===== config.mk =====
export PLATFORM = sky130hd
export DESIGN_NAME = ordered_deadline_timer_table
export DESIGN_NICKNAME = d
export VERILOG_FILES = /design/src/design/odtt_pkg.sv /design/src/design/ordered_deadline_timer_table.sv
export SDC_FILE = /design/constraint.sdc
export NUM_CORES = 2
export LEC_CHECK = 0
export BUFFER_PORTS_ARGS = -buffer_cell sky130_fd_sc_hd__buf_4
export CAP_MARGIN = 0
export CORE_MARGIN = 2
export CORE_UTILIZATION = 45
export DETAILED_ROUTE_END_ITERATION = 12
export GPL_TIMING_DRIVEN = 0
export PLACE_DENSITY = 0.61
export SLEW_MARGIN = 15
export SYNTH_ARGS = -nofsm -noshare
export SYNTH_HDL_FRONTEND = slang
export SYNTH_SLANG_ARGS = --single-unit

===== constraint.sdc =====
create_clock -name clock -period 28.5 [get_ports clock]
set_input_delay 7.125 -clock clock [delete_from_list [all_inputs] [get_ports clock]]
set_output_delay 7.125 -clock clock [all_outputs]
set_load 0.01 [all_outputs]

===== src/design/odtt_pkg.sv =====
package odtt_pkg;

   localparam int CAPACITY_DEF = 16;

   localparam int CMD_W   = 2;
   localparam int ID_W    = 32;
   localparam int DELAY_W = 32;
   localparam int DL_W    = 48;
   localparam int SLEEP_W = DL_W + 1;
   localparam int PEND_W  = 5;

   typedef logic [CMD_W-1:0] cmd_type;

   localparam cmd_type CMD_ADD    = 2'd0;
   localparam cmd_type CMD_CANCEL = 2'd1;
   localparam cmd_type CMD_TICK   = 2'd2;
   localparam cmd_type CMD_FIRE   = 2'd3;

   localparam logic [DL_W-1:0] DL_MAX = {DL_W{1'b1}};

   typedef struct packed {
      logic [ID_W-1:0] id;
      logic [DL_W-1:0] deadline;
   } entry_type;

endpackage


===== src/design/ordered_deadline_timer_table.sv =====
// Timer table of CAPACITY entries (id, absolute deadline) held in a synchronous RAM, with a
// saturating millisecond clock and a wrapping id counter. Commands: add, cancel, tick, fire
// earliest due. Each request gives exactly one response. Every command sweeps the whole RAM,
// one entry per cycle, to find a matching entry, the first free slot and the two earliest
// deadlines, then writes back in the apply state; req_stall stays high from the transfer
// through the sweep, drain, apply and output states. The response sits in an output register,
// so a stalled response delays only the hand-over of the next one. No clearing pass is
// needed after reset.
module ordered_deadline_timer_table #(
   parameter int CAPACITY = odtt_pkg::CAPACITY_DEF
) (
   input  logic                          clock,
   input  logic                          reset,
   input  logic                          req_valid,
   output logic                          req_stall,
   input  logic [odtt_pkg::CMD_W-1:0]    req_command,
   input  logic [odtt_pkg::DELAY_W-1:0]  req_delay_ms,
   input  logic [odtt_pkg::ID_W-1:0]     req_cancel_id,
   input  logic [odtt_pkg::DL_W-1:0]     req_cancel_deadline,
   output logic                          rsp_valid,
   input  logic                          rsp_stall,
   output logic                          rsp_ok,
   output logic [odtt_pkg::ID_W-1:0]     rsp_timer_id,
   output logic [odtt_pkg::DL_W-1:0]     rsp_timer_deadline,
   output logic signed [odtt_pkg::SLEEP_W-1:0] rsp_sleep_ms,
   output logic [odtt_pkg::PEND_W-1:0]   rsp_pending
);
   import odtt_pkg::*;

   localparam int IDX_W = (CAPACITY > 1) ? $clog2(CAPACITY) : 1;
   localparam int CNT_W = ($clog2(CAPACITY + 1) > PEND_W) ? $clog2(CAPACITY + 1) : PEND_W;
   localparam logic [IDX_W-1:0] LAST_IDX = IDX_W'(CAPACITY - 1);

   localparam logic [2:0] ST_IDLE  = 3'd0;
   localparam logic [2:0] ST_SCAN  = 3'd1;
   localparam logic [2:0] ST_DRAIN = 3'd2;
   localparam logic [2:0] ST_APPLY = 3'd3;
   localparam logic [2:0] ST_OUT   = 3'd4;

   entry_type entry_mem [CAPACITY];

   logic [2:0]          state_ff, state_in;
   cmd_type             cmd_ff, cmd_in;
   entry_type           key_ff, key_in;
   logic [IDX_W-1:0]    scan_ff, scan_in;
   logic                cmp_act_ff, cmp_act_in;
   logic [IDX_W-1:0]    cmp_idx_ff, cmp_idx_in;
   entry_type           rd_ff;
   logic [CAPACITY-1:0] valid_ff, valid_in;
   logic [CNT_W-1:0]    count_ff, count_in;
   logic [DL_W-1:0]     now_ff, now_in;
   logic [ID_W-1:0]     next_id_ff, next_id_in;
   logic                match_ff, match_in;
   logic [IDX_W-1:0]    match_idx_ff, match_idx_in;
   logic                free_ff, free_in;
   logic [IDX_W-1:0]    free_idx_ff, free_idx_in;
   logic                best_v_ff, best_v_in;
   entry_type           best_ff, best_in;
   logic [IDX_W-1:0]    best_idx_ff, best_idx_in;
   logic                sec_v_ff, sec_v_in;
   logic [DL_W-1:0]     sec_dl_ff, sec_dl_in;
   logic                ok_ff, ok_in;
   logic [ID_W-1:0]     rid_ff, rid_in;
   logic [DL_W-1:0]     rdl_ff, rdl_in;
   logic                fe_v_ff, fe_v_in;
   logic [DL_W-1:0]     fe_dl_ff, fe_dl_in;
   logic                rsp_valid_ff, rsp_valid_in;
   logic                rsp_ok_ff, rsp_ok_in;
   logic [ID_W-1:0]     rsp_id_ff, rsp_id_in;
   logic [DL_W-1:0]     rsp_dl_ff, rsp_dl_in;
   logic [SLEEP_W-1:0]  rsp_sleep_ff, rsp_sleep_in;
   logic [PEND_W-1:0]   rsp_pend_ff, rsp_pend_in;

   logic               req_take;
   logic               mem_we;
   logic [DL_W:0]      add_sum;
   logic [DL_W-1:0]    add_dl;
   logic               cur_v;
   logic               beats_best;
   logic               add_ok;
   logic               fire_ok;
   logic [SLEEP_W-1:0] diff;

   assign req_stall = (state_ff != ST_IDLE);
   assign req_take  = req_valid && !req_stall;

   assign add_sum = {1'b0, now_ff} + (DL_W + 1)'(req_delay_ms);
   assign add_dl  = add_sum[DL_W] ? DL_MAX : add_sum[DL_W-1:0];

   assign cur_v      = cmp_act_ff && valid_ff[cmp_idx_ff];
   assign beats_best = !best_v_ff || (rd_ff.deadline < best_ff.deadline) ||
                       ((rd_ff.deadline == best_ff.deadline) && (rd_ff.id < best_ff.id));

   assign add_ok  = !match_ff && free_ff;
   assign fire_ok = best_v_ff && (best_ff.deadline <= now_ff);
   assign mem_we  = (state_ff == ST_APPLY) && (cmd_ff == CMD_ADD) && add_ok;

   assign diff = {1'b0, fe_dl_ff} - {1'b0, now_ff};

   // RAM: written only in the apply cycle, read every cycle but used only during the sweep
   always_ff @(posedge clock) begin
      if (mem_we) begin
         entry_mem[free_idx_ff] <= key_ff;
      end
      rd_ff <= entry_mem[scan_ff];
   end

   always_comb begin
      state_in     = state_ff;
      cmd_in       = cmd_ff;
      key_in       = key_ff;
      scan_in      = scan_ff;
      cmp_act_in   = (state_ff == ST_SCAN);
      cmp_idx_in   = scan_ff;
      valid_in     = valid_ff;
      count_in     = count_ff;
      now_in       = now_ff;
      next_id_in   = next_id_ff;
      match_in     = match_ff;
      match_idx_in = match_idx_ff;
      free_in      = free_ff;
      free_idx_in  = free_idx_ff;
      best_v_in    = best_v_ff;
      best_in      = best_ff;
      best_idx_in  = best_idx_ff;
      sec_v_in     = sec_v_ff;
      sec_dl_in    = sec_dl_ff;
      ok_in        = ok_ff;
      rid_in       = rid_ff;
      rdl_in       = rdl_ff;
      fe_v_in      = fe_v_ff;
      fe_dl_in     = fe_dl_ff;
      rsp_valid_in = rsp_valid_ff && rsp_stall;
      rsp_ok_in    = rsp_ok_ff;
      rsp_id_in    = rsp_id_ff;
      rsp_dl_in    = rsp_dl_ff;
      rsp_sleep_in = rsp_sleep_ff;
      rsp_pend_in  = rsp_pend_ff;

      // sweep compare, one entry per cycle
      if (cur_v) begin
         if (rd_ff == key_ff) begin
            match_in     = 1'b1;
            match_idx_in = cmp_idx_ff;
         end
         if (beats_best) begin
            best_v_in   = 1'b1;
            best_in     = rd_ff;
            best_idx_in = cmp_idx_ff;
            sec_v_in    = best_v_ff;
            sec_dl_in   = best_ff.deadline;
         end else if (!sec_v_ff || (rd_ff.deadline < sec_dl_ff)) begin
            sec_v_in  = 1'b1;
            sec_dl_in = rd_ff.deadline;
         end
      end else if (cmp_act_ff && !free_ff) begin
         free_in     = 1'b1;
         free_idx_in = cmp_idx_ff;
      end

      unique case (state_ff)
         ST_IDLE: begin
            if (req_take) begin
               cmd_in    = req_command;
               key_in    = (req_command == CMD_ADD)
                           ? entry_type'{id: next_id_ff, deadline: add_dl}
                           : entry_type'{id: req_cancel_id, deadline: req_cancel_deadline};
               scan_in   = '0;
               match_in  = 1'b0;
               free_in   = 1'b0;
               best_v_in = 1'b0;
               sec_v_in  = 1'b0;
               state_in  = ST_SCAN;
            end
         end
         ST_SCAN: begin
            scan_in = scan_ff + IDX_W'(1);
            if (scan_ff == LAST_IDX) begin
               state_in = ST_DRAIN;
            end
         end
         ST_DRAIN: begin
            state_in = ST_APPLY;
         end
         ST_APPLY: begin
            ok_in    = 1'b0;
            rid_in   = '0;
            rdl_in   = '0;
            fe_v_in  = best_v_ff;
            fe_dl_in = best_ff.deadline;
            case (cmd_ff)
               CMD_ADD: begin
                  rid_in     = key_ff.id;
                  rdl_in     = key_ff.deadline;
                  next_id_in = next_id_ff + ID_W'(1);
                  if (add_ok) begin
                     ok_in                 = 1'b1;
                     valid_in[free_idx_ff] = 1'b1;
                     count_in              = count_ff + CNT_W'(1);
                     fe_v_in               = 1'b1;
                     if (!best_v_ff || (key_ff.deadline < best_ff.deadline)) begin
                        fe_dl_in = key_ff.deadline;
                     end
                  end
               end
               CMD_CANCEL: begin
                  if (match_ff) begin
                     ok_in                  = 1'b1;
                     valid_in[match_idx_ff] = 1'b0;
                     count_in               = count_ff - CNT_W'(1);
                     if (match_idx_ff == best_idx_ff) begin
                        fe_v_in  = sec_v_ff;
                        fe_dl_in = sec_dl_ff;
                     end
                  end
               end
               CMD_TICK: begin
                  ok_in = 1'b1;
                  if (now_ff != DL_MAX) begin
                     now_in = now_ff + DL_W'(1);
                  end
               end
               default: begin
                  if (fire_ok) begin
                     ok_in                 = 1'b1;
                     rid_in                = best_ff.id;
                     rdl_in                = best_ff.deadline;
                     valid_in[best_idx_ff] = 1'b0;
                     count_in              = count_ff - CNT_W'(1);
                     fe_v_in               = sec_v_ff;
                     fe_dl_in              = sec_dl_ff;
                  end
               end
            endcase
            state_in = ST_OUT;
         end
         ST_OUT: begin
            if (!(rsp_valid_ff && rsp_stall)) begin
               rsp_valid_in = 1'b1;
               rsp_ok_in    = ok_ff;
               rsp_id_in    = rid_ff;
               rsp_dl_in    = rdl_ff;
               rsp_sleep_in = (!fe_v_ff || diff[SLEEP_W-1]) ? {SLEEP_W{1'b1}} : diff;
               rsp_pend_in  = count_ff[PEND_W-1:0];
               state_in     = ST_IDLE;
            end
         end
         default: begin
            state_in = ST_IDLE;
         end
      endcase
   end

   always_ff @(posedge clock) begin
      if (reset) begin
         state_ff     <= ST_IDLE;
         valid_ff     <= '0;
         count_ff     <= '0;
         now_ff       <= '0;
         next_id_ff   <= '0;
         cmp_act_ff   <= 1'b0;
         match_ff     <= 1'b0;
         free_ff      <= 1'b0;
         best_v_ff    <= 1'b0;
         sec_v_ff     <= 1'b0;
         rsp_valid_ff <= 1'b0;
      end else begin
         state_ff     <= state_in;
         valid_ff     <= valid_in;
         count_ff     <= count_in;
         now_ff       <= now_in;
         next_id_ff   <= next_id_in;
         cmp_act_ff   <= cmp_act_in;
         match_ff     <= match_in;
         free_ff      <= free_in;
         best_v_ff    <= best_v_in;
         sec_v_ff     <= sec_v_in;
         rsp_valid_ff <= rsp_valid_in;
      end
      cmd_ff       <= cmd_in;
      key_ff       <= key_in;
      scan_ff      <= scan_in;
      cmp_idx_ff   <= cmp_idx_in;
      match_idx_ff <= match_idx_in;
      free_idx_ff  <= free_idx_in;
      best_ff      <= best_in;
      best_idx_ff  <= best_idx_in;
      sec_dl_ff    <= sec_dl_in;
      ok_ff        <= ok_in;
      rid_ff       <= rid_in;
      rdl_ff       <= rdl_in;
      fe_v_ff      <= fe_v_in;
      fe_dl_ff     <= fe_dl_in;
      rsp_ok_ff    <= rsp_ok_in;
      rsp_id_ff    <= rsp_id_in;
      rsp_dl_ff    <= rsp_dl_in;
      rsp_sleep_ff <= rsp_sleep_in;
      rsp_pend_ff  <= rsp_pend_in;
   end

   assign rsp_valid          = rsp_valid_ff;
   assign rsp_ok             = rsp_ok_ff;
   assign rsp_timer_id       = rsp_id_ff;
   assign rsp_timer_deadline = rsp_dl_ff;
   assign rsp_sleep_ms       = rsp_sleep_ff;
   assign rsp_pending        = rsp_pend_ff;

endmodule


After elaboration in Yosys (flattened, before gate mapping)
Memories as Yosys holds them, arrays and structs flattened. A register that Yosys moved wholly into a read port is not among the register bits.
Cells that the tools add are included.
{ "classes": {"addsub": 7, "n_lt_le_gt_ge": 12, "eq_ne": 16, "n_mux": 65, "n_bitwise": 8, "reduce_logical": 42} }
{ "ops": {"columns": ["op", "n"], "rows": [
  ["2-to-1 mux 48 bit", 9],
  ["less-than comparator 48 bit", 3],
  ["one-hot mux 48 bit (3 select lines)", 1],
  ["one-hot mux 48 bit (2 select lines)", 1],
  ["== test 80 bit", 1],
  ["2-to-1 mux 80 bit", 1],
  ["one-hot mux 32 bit (2 select lines)", 1],
  ["adder 48 x 32 -> 49 bit", 1],
  ["subtractor 48 x 48 -> 49 bit", 1],
  ["adder 48 x 1 -> 48 bit (second input constant)", 1],
  ["== test 48 bit", 1],
  ["less-or-equal comparator 48 bit", 1],
  ["2-to-1 mux 16 bit", 3],
  ["!= test 48 bit (second input constant)", 1],
  ["one-hot mux 16 bit (3 select lines)", 1],
  ["adder 32 x 1 -> 32 bit (second input constant)", 1],
  ["AND 16 bit", 2],
  ["less-than comparator 32 bit", 1],
  ["2-to-1 mux 32 bit", 1],
  ["NOT 16 bit", 2],
  ["2-to-1 mux 1 bit", 31],
  ["less-than comparator 4 x 5 -> 1 bit (second input constant)", 4],
  ["bitwise OR 16 bit", 1],
  ["AND reduction 2 bit", 8],
  ["33 further kinds", 72]
]} }
{ "word_totals": {"reg_bits": 605, "mem_bits_rw": 1280, "input_bits": 118, "output_inout_bits": 137, "elab_cells": 183, "memories": 1} }
{ "mem_list": {"columns": ["memory", "depth", "width", "rd", "rd_clocked_by_memory_dff", "write_ports", "line_no", "source"], "rows": [
  ["entry_mem", 16, 80, 1, 1, 1, "ordered_deadline_timer_table.sv:40", "entry_type entry_mem [CAPACITY];"]
]} }

Depth between registers and ports, before layout
{ "depth": {"depth_word": 8, "depth_mapped": 15, "mapped_depth_nobuf": 14} }

Worst setup path before layout
OpenSTA, ideal clock, no wires.
{ "synth_timing": {"path_type": "input-to-reg", "start": "input rsp_stall", "end": "register rsp_ok_ff (netlist: rsp_ok), enable pin", "setup_time_ns": 0.674, "arrival_ns": 13.477, "required_time_ns": 27.826, "slack_ns": 14.349, "stages": 1, "path_buffers": 0, "cell_sequence": "a21oi_1"} }
{ "synth_between": {"elab_chain_len": 3} }
{ "synth_rtl": {"columns": ["item", "line_no", "source"], "rows": [
  ["from (decl)", "ordered_deadline_timer_table.sv:21", "input logic rsp_stall,"],
  ["logical AND 1 bit", "ordered_deadline_timer_table.sv:238", "if (!(rsp_valid_ff && rsp_stall)) begin"],
  ["NOT 1 bit (no source line)", null, null],
  ["AND reduction 2 bit (no source line)", null, null],
  ["to (signal assigned)", "ordered_deadline_timer_table.sv:294", "rsp_ok_ff <= rsp_ok_in;"],
  ["to (decl)", "ordered_deadline_timer_table.sv:68", "logic rsp_ok_ff, rsp_ok_in;"]
]} }
No other way between the ends.
A chain may end at the register's enable or synchronous reset.

Worst setup path after layout
{ "layout_timing": {"start": "input req_delay_ms[0] (netlist name)", "end": "register key_ff[23] (netlist name), data pin"} }
{ "layout_between": {"elab_chain_len": 3} }
{ "layout_rtl": {"columns": ["item", "line_no", "source"], "rows": [
  ["from (decl)", "ordered_deadline_timer_table.sv:17", "input logic [odtt_pkg::DELAY_W-1:0] req_delay_ms,"],
  ["adder 48 x 32 -> 49 bit", "ordered_deadline_timer_table.sv:87", "assign add_sum = {1'b0, now_ff} + (DL_W + 1)'(req_delay_ms);"],
  ["2-to-1 mux 48 bit", "ordered_deadline_timer_table.sv:88", "assign add_dl = add_sum[DL_W] ? DL_MAX : add_sum[DL_W-1:0];"],
  ["2-to-1 mux 80 bit", "ordered_deadline_timer_table.sv:166", "? entry_type'{id: next_id_ff, deadline: add_dl}"],
  ["to (signal assigned)", "ordered_deadline_timer_table.sv:281", "key_ff <= key_in;"],
  ["to (decl)", "ordered_deadline_timer_table.sv:44", "entry_type key_ff, key_in;"]
]} }
No other way between the ends.

==> results.toml <==
[hold_path]
hold_path_class = "reg2reg"

[finish]
drive_gt1_share_pct = 22.7
final_nets = 6023
layout_common_cells = "edfxtp_1, mux4_2, ha_1"
finalNonFillerCells = 8250
syn2layout_area_growth_pct = 16.7
final_area_um2 = 97800
final_common_cell = "edfxtp_1"

[grt]
overflow = 0
grtUsageTotal_pct = 26.4
first_global_vias = 48000
grt_pass1_wl_mm = 354
antenna_found_initial = 14
grt_max_degree = 30

[clocking]
cts_buffers = 198
post_cts_buffers = 0
ctsResizeCount = 0
cts_root_buf = "clkbuf_16"
htree_levels = 4
path_clk_slew_ns = 0.06
cts_tree = "done"
cts.sink_count = 1965
hold_buffers = 0
cts_buffer_depth = 3
worst_skew_pair.late_latency_ns = 0.88

[detailed_routing]
drt-wirelength-per-cell_um = 30.6
vias_per_cell = 5.96
drt-total-wl_mm = 252
routed-via-count = 49200
ant_nets = 0
drt-pass1-iter-count = 5
drtIter0Drc = 5981
drc = 0

[sta]
tns_ns = 0
finalSetupViolations = 0
tightestPinTransition_ns = 1.32
period_needed_ns = 10.76
hold_viol = 0
fmax_mhz = 92.9
timing.hold.ws_ns = 0.415
skew_ns = 0.0530
rsz0062_at_grt = "false"
period_share_pct = 37.8
slew_headroom_pct = 12.2
drv_slew = 0

[worst_setup_path]
crit_fanout = 10
worstSetupStartpointType = "input port"
critPathArrivalTime_ns = 11.29
crit_type = "in2reg"
end_kind = "flop"
crit_required_ns = 29.03

[place]
numPortBuffers = 253
dp_hpwl_mm = 184
dp_cells = 7873
placed_cell_area_um2 = 91300
gp_congestion = 0.922

[floorplanning]
die_w_um = 435
die_y_um = 435
dieArea_um2 = 190000
initial_core_util_pct = 45.2
pin_count = 255
rows = 158
coreArea_um2 = 185000

[synth]
ys.warnings.count = 0
syn_inst = 5005
syn_nets = 5433
synth_cell_types = 80
synth_ff_type = "edfxtp_1"
ys_ff_latch = 1965
async_flop_share_pct = 0
synth_edf_count = 1771
synth_area_um2 = 83800
ys_seq_area_share_pct = 68.1
syn_avg_cell_area_um2 = 16.7

[outcome]
status = "finished clean"

[power]
leakagePower_uw = 0.0334
ir_worst_vdd_mv = 0.0731
powerDensity_nw_per_um2 = 66.6

[job]
cap_violations = 0
[kinds of logic after synthesis]
kind of cell               after synthesis  synth area share, %
buffers and inverters                  396                 1.82
xor gates and xnor gates               225                 2.35
DFF                                   1965                 68.1
AOI/OAI and AO/OA                      741                 6.26
adders and majority gates              310                 4.66
and+or+nand+nor                        910                 5.18
muxes                                  458                 11.6
[Yosys cell counts (20+ instances only)]
cell,instances,area share [%]
a211oi_1,24,0.22
a21o_1,120,1.1
a21oi_1,159,0.95
a22o_1,80,0.84
a31oi_1,53,0.40
and3_1,23,0.17
buf_1,35,0.16
buf_2,20,0.12
clkbuf_1,131,0.59
dfxtp_1,194,4.6
edfxtp_1,1771,63
ha_1,307,4.6
inv_1,207,0.93
mux2_2,49,0.66
mux4_2,405,11
nand2_1,288,1.3
nand2b_1,78,0.58
nand3_1,72,0.43
nand4_1,77,0.58
nor2_1,223,1.0
nor2b_1,26,0.19
nor3_1,40,0.24
nor4_1,22,0.16
o21ai_0,121,0.72
o221a_2,47,0.63
xnor2_1,145,1.5
xor2_1,80,0.84
[state kept, by name, indices dropped and copies added, names as in the netlist, 48 cells and up]
signal / count
key_ff: 80
rd_ff: 80
best_ff: 80
sec_dl_ff: 48
rdl_ff: 48
fe_dl_ff: 48
now_ff: 48
rsp_timer_deadline: 48
entry_mem: 1280
rsp_sleep_ms: 49
[critical path, stage by stage]
cell and delay [ns]:
buf_4 0.12, ha_1 0.22, inv_1 0.07, fa_1 0.19, nand2b_1 0.13, a21oi_1 0.10
o41a_1 0.46, a311oi_2 0.53, o31ai_1 0.23, a311oi_1 0.72, or2_2 0.31, buf_2 0.37
buf_2 0.41, a31oi_1 0.28
[layer usage]
metal  track usage [%]  up-vias  wire (um)
met5                 0        -         40
met4              10.2        6      10700
met3              4.34      434      19300
met2              43.3     2341     122000
met1              35.4    25300     101000
li1                  -    21100          -
[where the power goes]
part           internal (uW)  switching [uW]
registers               3200             131
clock network           1470            1130
logic                    262             326
total                   4930            1580
[area by class of cell]
cell class / count / area, um2
Fill cell: 14800 / 87500
Sequential cell: 1965 / 57100
Multi-Input combinational cell: 2644 / 25300
Clock buffer: 283 / 5610
Timing Repair Buffer: 390 / 4190
Tap cell: 2480 / 3100
Clock inverter: 89 / 856
Buffer: 188 / 807
Inverter: 208 / 781
Antenna cell: 3 / 7.51
[metrics by stage]
step	utilization (%)	setup WS, ns	power [uW]
2_1_floorplan	-	14.35	3680
3_3_place_gp	47.9	9.86	3960
3_5_place_dp	49.3	16.82	3970
4_1_cts	52.8	17.73	6540
5_1_grt	52.8	17.63	6690
6_report	52.8	17.74	6510
[worst paths after layout]
path	from	to	slack (ns)	cells after the start
worst max-delay path	req_delay_ms[0]	key_ff[23]	17.74	14
worst min register to register	rid_ff[4]	rsp_timer_id[4]	0.42	0
worst min-delay path	rid_ff[4]	rsp_timer_id[4]	0.42	0
worst max register to register	best_ff[39]	best_ff[71]	22.53	15
(Power assumes the default switching activity.)
